--- config.mk ---
export PLATFORM = sky130hd
export DESIGN_NAME = tpsm_ctrl
export DESIGN_NICKNAME = d
export VERILOG_FILES = /design/src/design/tpsm_pkg.sv /design/src/design/tpsm_ctrl.sv
export SDC_FILE = /design/constraint.sdc
export NUM_CORES = 1
export LEC_CHECK = 0
export BUFFER_PORTS_ARGS = -buffer_cell sky130_fd_sc_hd__clkbuf_2
export CAP_MARGIN = 30
export CORE_AREA = 2 2 39 41
export CTS_CLUSTER_SIZE = 14
export DETAILED_ROUTE_END_ITERATION = 12
export DIE_AREA = 0 0 41 43
export PLACE_DENSITY_LB_ADDON = 0.25
export SYNTH_ARGS = -nofsm -noshare
export SYNTH_HDL_FRONTEND = slang
export SYNTH_SLANG_ARGS = --single-unit
--- constraint.sdc ---
create_clock -name aclk -period 3.9 [get_ports aclk]
set_clock_uncertainty 0.2 [all_clocks]
set_input_delay 0.195 -clock aclk [delete_from_list [all_inputs] [get_ports aclk]]
set_output_delay 0.195 -clock aclk [all_outputs]
set_load 0.005 [all_outputs]
--- src/design/tpsm_pkg.sv ---
package tpsm_pkg;

    // Type tags carried in bits 33:32 of every stack cell.
    localparam logic [1:0] TAG_INT  = 2'd0;
    localparam logic [1:0] TAG_REAL = 2'd1;
    localparam logic [1:0] TAG_CHAR = 2'd2;
    localparam logic [1:0] TAG_BOOL = 2'd3;

    // Instruction opcodes.
    localparam logic [2:0] OP_LIT = 3'd0;
    localparam logic [2:0] OP_LOD = 3'd1;
    localparam logic [2:0] OP_STO = 3'd2;
    localparam logic [2:0] OP_CAL = 3'd3;
    localparam logic [2:0] OP_INT = 3'd4;
    localparam logic [2:0] OP_JMP = 3'd5;
    localparam logic [2:0] OP_JPC = 3'd6;
    localparam logic [2:0] OP_OPR = 3'd7;

    // OPR function numbers.
    localparam logic [31:0] FN_RET     = 32'd0;
    localparam logic [31:0] FN_NEG     = 32'd1;
    localparam logic [31:0] FN_ADD     = 32'd2;
    localparam logic [31:0] FN_SUB     = 32'd3;
    localparam logic [31:0] FN_MUL     = 32'd4;
    localparam logic [31:0] FN_DIV     = 32'd5;
    localparam logic [31:0] FN_ODD     = 32'd6;
    localparam logic [31:0] FN_MOD     = 32'd7;
    localparam logic [31:0] FN_EQ      = 32'd8;
    localparam logic [31:0] FN_NE      = 32'd9;
    localparam logic [31:0] FN_LT      = 32'd10;
    localparam logic [31:0] FN_GE      = 32'd11;
    localparam logic [31:0] FN_GT      = 32'd12;
    localparam logic [31:0] FN_LE      = 32'd13;
    localparam logic [31:0] FN_PRINT   = 32'd14;
    localparam logic [31:0] FN_NEWLINE = 32'd15;
    localparam logic [31:0] FN_AND     = 32'd17;
    localparam logic [31:0] FN_OR      = 32'd18;
    localparam logic [31:0] FN_NOT     = 32'd19;
    localparam logic [31:0] FN_IDIV    = 32'd20;
    localparam logic [31:0] FN_RD_INT  = 32'd161;
    localparam logic [31:0] FN_RD_CHAR = 32'd162;
    localparam logic [31:0] FN_RD_REAL = 32'd163;
    localparam logic [31:0] FN_RD_BOOL = 32'd164;

    // Offset value that selects indexed LOD and STO.
    localparam logic [31:0] OFS_INDEXED = 32'hFFFF_FFFF;

    // Divider operand widths: a Q16.16 value shifted up by 16 over a 32-bit divisor.
    localparam int DVD_W = 48;
    localparam int DVS_W = 32;

    typedef enum logic [3:0] {
        S_IDLE,
        S_DECODE,
        S_WALK_RD,
        S_WALK_WB,
        S_RD1,
        S_RD2,
        S_CAP2,
        S_PREP,
        S_MUL,
        S_DIV,
        S_EXEC,
        S_COMMIT,
        S_CAL2
    } state_t;

    // Commands from the controller to the datapath.
    typedef struct packed {
        logic accept;
        logic decode;
        logic walk_rd;
        logic walk_wb;
        logic rd1;
        logic rd2;
        logic cap2;
        logic prep;
        logic mul;
        logic div_start;
        logic exec;
        logic commit;
        logic cal_link;
    } cmd_t;

    // Status from the datapath to the controller.
    typedef struct packed {
        logic need_walk;
        logic is_cal;
        logic lev_zero;
        logic lev_last;
        logic div_op;
        logic div_busy;
        logic out_free;
    } stat_t;

endpackage

--- src/design/tpsm_ctrl.sv ---
module tpsm_ctrl (
    input  logic            aclk,
    input  logic            aresetn,
    input  logic            in_valid,
    output logic            in_ready,
    input  tpsm_pkg::stat_t stat,
    output tpsm_pkg::cmd_t  cmd
);
    import tpsm_pkg::*;

    state_t state_reg;
    state_t state_next;

    // State register.
    always_ff @(posedge aclk) begin
        if (!aresetn) begin
            state_reg <= S_IDLE;
        end else begin
            state_reg <= state_next;
        end
    end

    // Next state and commands.
    always_comb begin
        state_next = state_reg;
        cmd        = '0;
        in_ready   = 1'b0;
        case (state_reg)
            S_IDLE: begin
                in_ready = 1'b1;
                if (in_valid) begin
                    cmd.accept = 1'b1;
                    state_next = S_DECODE;
                end
            end
            S_DECODE: begin
                cmd.decode = 1'b1;
                if (stat.need_walk && !stat.lev_zero) begin
                    state_next = S_WALK_RD;
                end else begin
                    state_next = S_RD1;
                end
            end
            S_WALK_RD: begin
                cmd.walk_rd = 1'b1;
                state_next  = S_WALK_WB;
            end
            S_WALK_WB: begin
                cmd.walk_wb = 1'b1;
                state_next  = stat.lev_last ? S_RD1 : S_WALK_RD;
            end
            S_RD1: begin
                cmd.rd1    = 1'b1;
                state_next = S_RD2;
            end
            S_RD2: begin
                cmd.rd2    = 1'b1;
                state_next = S_CAP2;
            end
            S_CAP2: begin
                cmd.cap2   = 1'b1;
                state_next = S_PREP;
            end
            S_PREP: begin
                cmd.prep   = 1'b1;
                state_next = S_MUL;
            end
            S_MUL: begin
                cmd.mul       = 1'b1;
                cmd.div_start = stat.div_op;
                state_next    = stat.div_op ? S_DIV : S_EXEC;
            end
            S_DIV: begin
                if (!stat.div_busy) begin
                    state_next = S_EXEC;
                end
            end
            S_EXEC: begin
                cmd.exec   = 1'b1;
                state_next = S_COMMIT;
            end
            S_COMMIT: begin
                if (stat.out_free) begin
                    cmd.commit = 1'b1;
                    state_next = stat.is_cal ? S_CAL2 : S_IDLE;
                end
            end
            S_CAL2: begin
                cmd.cal_link = 1'b1;
                state_next   = S_IDLE;
            end
            default: state_next = S_IDLE;
        endcase
    end

endmodule

==> results of run 1 <==
[cells in the final DEF, fill, tap and decap left out, types with 2 or more instances in the layout]
cell / instances
nand2b_1: 3
inv_1: 4
o21ai_0: 2
nor2_1: 10
clkbuf_4: 3
nor4_1: 2
a21oi_1: 3
o21ai_2: 2
dfxtp_1: 4
clkbuf_2: 23
nor3_1: 6
and2_1: 3
nand2_1: 5
[cells by family (layout without fill, tap and decap cells)]
group | after synthesis | count (layout) | share of synthesized area
simple gates | 35 | 35 | 0.418
compound gates | 15 | 15 | 0.253
buf+inv | 8 | 30 | 0.148
flops | 4 | 4 | 0.182
[through the flow]
| stage | hold WS [ns] | util |
|---|---|---|
| after global placement | 0.267 | 0.380 |
| after global routing | 0.00790 | 0.396 |
| final | 0.0181 | 0.396 |
| after CTS | 0.00924 | 0.396 |
| after floorplan | 0.121 | - |
| after detailed placement | 0.260 | 0.380 |
[layer usage]
layer  global-route usage  up-vias
li1                     -      267
met1                0.173      214
met2                0.203       17
met3               0.0942        2
met4               0.0800        0
met5                    0        -
[worst max-delay path, delay by kind of cell, from the launching register on]
family / cells / cell delay, ns
and+or+nand+nor: 2 / 0.71
DFF: 1 / 0.41
buffers and inverters: 2 / 0.18
[layout make-up]
type                            instances  area (sq um)
Fill cell                             168           836
Multi-Input combinational cell         50           295
Timing Repair Buffer                   23           115
Sequential cell                         4          80.1
Clock buffer                            3          22.5
Tap cell                               16          20.0
Inverter                                4          15.0
[power groups by stage]
| stage | Sequential (mW) | Clock [mW] | Combinational (mW) |
|---|---|---|---|
| global placement | 0.0552 | 0 | 0.0451 |
| floorplan | 0.0477 | 0 | 0.0411 |
| global route | 0.0558 | 0.0596 | 0.0514 |
| detailed placement | 0.0551 | 0 | 0.0456 |
| CTS | 0.0544 | 0.0549 | 0.0457 |
| finish | 0.0545 | 0.0517 | 0.0450 |
[final timing paths]
kind | from | endpoint | slack, ns | depth (start not counted)
hold / removal | aresetn | state_reg[3] | 0.02 | 3
setup reg to reg | state_reg[0] | state_reg[1] | 2.25 | 4
setup / recovery | state_reg[0] | cmd[12] | 1.98 | 4
hold reg to reg | state_reg[3] | state_reg[2] | 0.58 | 3
==> impl_metrics.py, run 1 <==
metrics = {
    "floorplan": {
        "die_h_microns": 43,
        "rows": 14,
        "io_pins": 24,
        "start_util": 0.318,
        "die_w_microns": 41,
        "dieArea_sq_mm": 0.00176,
        "core_area_sq_mm": 0.00138,
    },
    "logic_synthesis": {
        "synth_top_area_frac": 0.182,
        "syn_nets": 72,
        "ys_top_cells_by_count": "nor2_1, nor3_1, nand2_1",
        "synth_edf_count": 0,
        "avgSynthCellArea_sq_um": 7.10,
        "yosys_warnings": 0,
        "synth_cell_types": 27,
        "yosys.area.top_type": "dfxtp_1",
        "synth_most_common_cell": "nor2_1",
        "ys_seq_elements": 4,
        "ys.flop_type": "dfxtp_1",
        "synth_area_leaders": "dfxtp_1, nor2_1, nor3_1",
        "syn_area_sq_um": 440,
        "async_flop_share": 0,
        "ys_seq_area_frac": 0.182,
        "syn_inst": 62,
    },
    "clock_network": {
        "cts_resized": 0,
        "cts_buffer_depth": 2,
        "cts.clk_slew.worst_paths_ns": 0.04,
        "h-tree-depth": 1,
        "clock_sinks": 4,
        "cts_hold_buf": 0,
        "post-cts-setup-buffers": 0,
        "worstSkewPairLatency_ns": 0.24,
        "numCtsBuffers": 3,
        "cts_root_buf": "clkbuf_4",
        "cts_tree": "yes",
    },
    "timing": {
        "drv_slew": 0,
        "relSlewSlack": 0.689,
        "worst_slack_ns": 1.98,
        "hold_viol": 0,
        "timing.fmax_mhz": 520,
        "tightest_slew_ns": 0.466,
        "rsz0062_at_grt": "no",
        "tns_ns": 0,
        "setup_violations": 0,
        "fin_crit_ns": 1.92,
        "fin_crit_sh": 0.493,
    },
    "critical_path": {
        "path_cells": "or4_4 -> inv_1 -> and2_1 -> clkbuf_2",
        "cp_max_fo": 11,
        "cp-end-kind": "output pin",
        "startpoint_type": "register",
        "crit_path_max_incr_delay_ns": 0.59,
        "critPathRequiredTime_ns": 3.50,
        "arrival_ns": 1.53,
        "critPathKind": "register to output pin",
        "slowest_stage": "or4_4",
    },
    "power_and_ir_drop": {
        "power.density_mw_per_mm2": 276,
        "seq_power_share": 0.360,
        "switching_share": 0.318,
        "internal-power_mw": 0.103,
        "power_switching_mw": 0.0481,
        "clock_power_share": 0.342,
        "leakage_nw": 0.253,
        "power_mw": 0.151,
        "ir_worst_vdd_mv": 0.168,
        "combPwrFrac": 0.298,
    },
    "grt": {
        "grt-ovfl-total": 0,
        "grt_pass1_wl_mm": 1.68,
        "antenna_found_initial": 0,
        "grt_use_total": 0.149,
        "grt_pass1_vias": 398,
        "grt_max_degree": 17,
    },
    "final_layout": {
        "nets": 96,
        "fin_area_sq_um": 548,
        "drive_gt1_frac": 0.393,
        "largest_register_ff_count": 4,
        "instances_no_fill": 100,
        "area_delta_synth_final_pct": 24.4,
        "antennaDiodeCount": 0,
    },
    "detailed_routing": {
        "drtAntennaViolNets": 0,
        "via_count": 500,
        "dr.pass1.iters": 4,
        "top_layer_used": "met4",
        "dr_wl_met3_microns": 65,
        "drt-met1-wl_microns": 479,
        "drt_iter0_drc": 2,
        "drc": 0,
        "routed-wl-met2_microns": 487,
        "vias_per_cell": 5.00,
        "wl_per_cell_microns": 10.5,
        "wl_mm": 1.05,
    },
    "placed_design": {
        "placed_cell_area_sq_um": 526,
        "io_buffer_count": 23,
        "place_congestion": 0.776,
        "dpl.cell_count": 97,
        "place_hpwl_microns": 822,
        "place_ws_ns": 2.21,
    },
    "job": {
        "max_cap_viol_count": 0,
    },
    "run_status": {
        "status": "completed",
    },
    "worst_hold_path": {
        "hp-class": "primary input to register",
    },
}
No activity file was read; power rests on OpenSTA's default activity.
==> run 2: changes to the inputs <==
Settings changed: ABC_AREA set to 1.
Clock period 3.9 ns to 1.9 ns, I/O delays scaled along.
==> impl_metrics.py, run 2 <==
metrics = {
    "logic_synthesis": {
        "yosys_warnings": 0,
        "synthAdderAreaFrac": 0,
        "async_flop_share": 0,
        "synth_area_leaders": "dfxtp_1, nand2_1, nor2_1",
        "synth_most_common_cell": "nand2_1",
        "avgSynthCellArea_sq_um": 5.17,
        "ys_top_cells_by_count": "nand2_1, nor2_1, inv_1",
        "synthMuxAreaShare": 0,
        "synth_top_family_by_area": "simple AND/OR/NAND/NOR gates",
        "synth_compound_area_frac": 0.0925,
        "syn_area_sq_um": 419,
        "synth_top_area_frac": 0.191,
        "synth-xor-area-share": 0,
        "ys_seq_area_frac": 0.191,
        "synth-simple-area-share": 0.546,
        "synth_edf_count": 0,
        "ys_seq_elements": 4,
        "syn_nets": 91,
        "syn_inst": 81,
        "ys.flop_type": "dfxtp_1",
        "synth_cell_types": 14,
        "yosys.area.top_type": "dfxtp_1",
    },
    "critical_path": {
        "cp_max_fo": 5,
        "slowest_stage": "dfxtp_1",
        "crit_path_max_incr_delay_ns": 0.33,
        "critPathRequiredTime_ns": 1.60,
        "path_cells": "nor2_1 -> inv_1 -> nor2_2 -> inv_2 -> nor2_1 -> clkbuf_2",
        "worst-path-buf-inv": 3,
        "cp-end-kind": "output pin",
        "startpoint_type": "register",
        "worst-r2r-setup-slack_ns": 0.47,
        "path_common_cell": "nor2_1",
        "reg2reg_to": "state_reg[0]",
        "arrival_ns": 1.18,
        "critPathTopFamily": "simple AND/OR/NAND/NOR gates",
        "reg2reg_from": "state_reg[0]",
        "r2r_cells": 8,
        "critPathKind": "register to output pin",
    },
    "worst_hold_path": {
        "hold_start": "in_valid",
        "hp-class": "primary input to register",
        "min_to": "state_reg[3]",
        "min_path_cells": 5,
    },
    "run_status": {
        "status": "completed",
    },
    "clock_network": {
        "cts.clk_slew.worst_paths_ns": 0.04,
        "worstSkewPairLatency_ns": 0.23,
        "numCtsBuffers": 3,
        "cts_buffer_depth": 2,
        "h-tree-depth": 1,
        "cts_root_buf": "clkbuf_4",
        "cts_tree": "yes",
        "clock_sinks": 4,
        "post-cts-setup-buffers": 0,
    },
    "final_layout": {
        "fin_area_sq_um": 597,
        "final_common_cell": "clkbuf_2",
        "nets": 121,
        "antennaDiodeCount": 0,
        "largest_register_ff_count": 4,
        "area_delta_synth_final_pct": 42.4,
        "drive_gt1_frac": 0.330,
        "final_cell_mix": "clkbuf_2, nand2_1, nor2_1",
        "instances_no_fill": 125,
        "utilization": 0.431,
    },
    "power_and_ir_drop": {
        "seq_power_share": 0.324,
        "switching_share": 0.328,
        "ir_worst_vdd_mv": 0.308,
        "power_switching_mw": 0.0989,
        "power_mw": 0.302,
        "leakage_nw": 0.392,
        "combPwrFrac": 0.344,
        "clock_power_share": 0.331,
        "internal-power_mw": 0.203,
        "power.density_mw_per_mm2": 506,
    },
    "timing": {
        "relSlewSlack": 0.818,
        "tightest_slew_ns": 0.272,
        "drv_slew": 0,
        "setup_violations": 0,
        "rsz0062_at_grt": "no",
        "fin_crit_sh": 0.777,
        "whs_ns": 0.0487,
        "fin_crit_ns": 1.48,
        "timing.fmax_mhz": 677,
        "tns_ns": 0,
        "hold_viol": 0,
        "worst_slack_ns": 0.424,
    },
    "detailed_routing": {
        "drc": 0,
        "dr.pass1.iters": 5,
        "wl_per_cell_microns": 8.66,
        "drt_iter0_drc": 9,
        "via_count": 541,
        "wl_mm": 1.08,
        "vias_per_cell": 4.33,
        "drtAntennaViolNets": 0,
    },
    "grt": {
        "grt_max_degree": 8,
        "antenna_found_initial": 0,
        "grt_pass1_wl_mm": 1.79,
        "grt_use_total": 0.148,
        "grt_pass1_vias": 466,
        "grt-ovfl-total": 0,
    },
    "floorplan": {
        "dieArea_sq_mm": 0.00176,
        "rows": 14,
        "core_area_sq_mm": 0.00138,
        "die_w_microns": 41,
        "die_h_microns": 43,
        "start_util": 0.303,
        "io_pins": 24,
    },
    "placed_design": {
        "dpl.cell_count": 120,
        "place_ws_ns": 0.458,
        "io_buffer_count": 23,
        "place_congestion": 0.839,
        "place_hpwl_microns": 950,
        "placed_cell_area_sq_um": 554,
    },
    "job": {
        "max_cap_viol_count": 0,
    },
}
==> run 2: logic make-up after synthesis <==
family / after synthesis
compound gates: 7
buf+inv: 19
flops: 4
simple gates: 51
==> run 2: what timing repair did <==
| item | CTS | global route |
|---|---|---|
| endpoints found under the hold margin | 4 | 0 |
| resized for setup | 0 | 0 |
| hold buffers | 2 | 0 |
==> run 2: power by group through the flow <==
stage / Sequential (mW) / Combinational (mW) / Clock (mW)
after floorplan: 0.0979 / 0.0648 / 0
after global placement: 0.0993 / 0.101 / 0
after detailed placement: 0.0991 / 0.102 / 0
after CTS: 0.0978 / 0.105 / 0.108
after global routing: 0.0991 / 0.121 / 0.111
final: 0.0978 / 0.104 / 0.100
==> run 2: metal layers <==
layer	track usage	wire length (microns)	vias up
li1	-	-	299
met1	0.176	475	223
met2	0.238	533	19
met3	0.0419	73	0
met4	0.0600	0	0
met5	0	0	-
==> run 2: worst max-delay path by stage <==
stage                      start           end  cells past startpoint
global placement    state_reg[3]  state_reg[0]                      8
floorplan           state_reg[3]  state_reg[0]                      8
finish              state_reg[0]       cmd[12]                      6
CTS                 state_reg[3]       cmd[12]                      6
detailed placement  state_reg[2]  state_reg[1]                      8
global route        state_reg[0]       cmd[12]                      6
==> run 2: final cells by class <==
| type | count | area [sq um] |
|---|---|---|
| flip-flops and latches | 4 | 80.1 |
| fillers | 166 | 787 |
| multi-input cells | 58 | 268 |
| repair buffers | 25 | 135 |
| well taps | 16 | 20.0 |
| clock buffers | 3 | 22.5 |
| inverters | 19 | 71.3 |
==> run 2: tightest hold or removal path: stages <==
cell      delay, ns
clkbuf_2       0.11
nor2_4         0.05
inv_1          0.06
a21oi_1        0.06
nor2_1         0.07
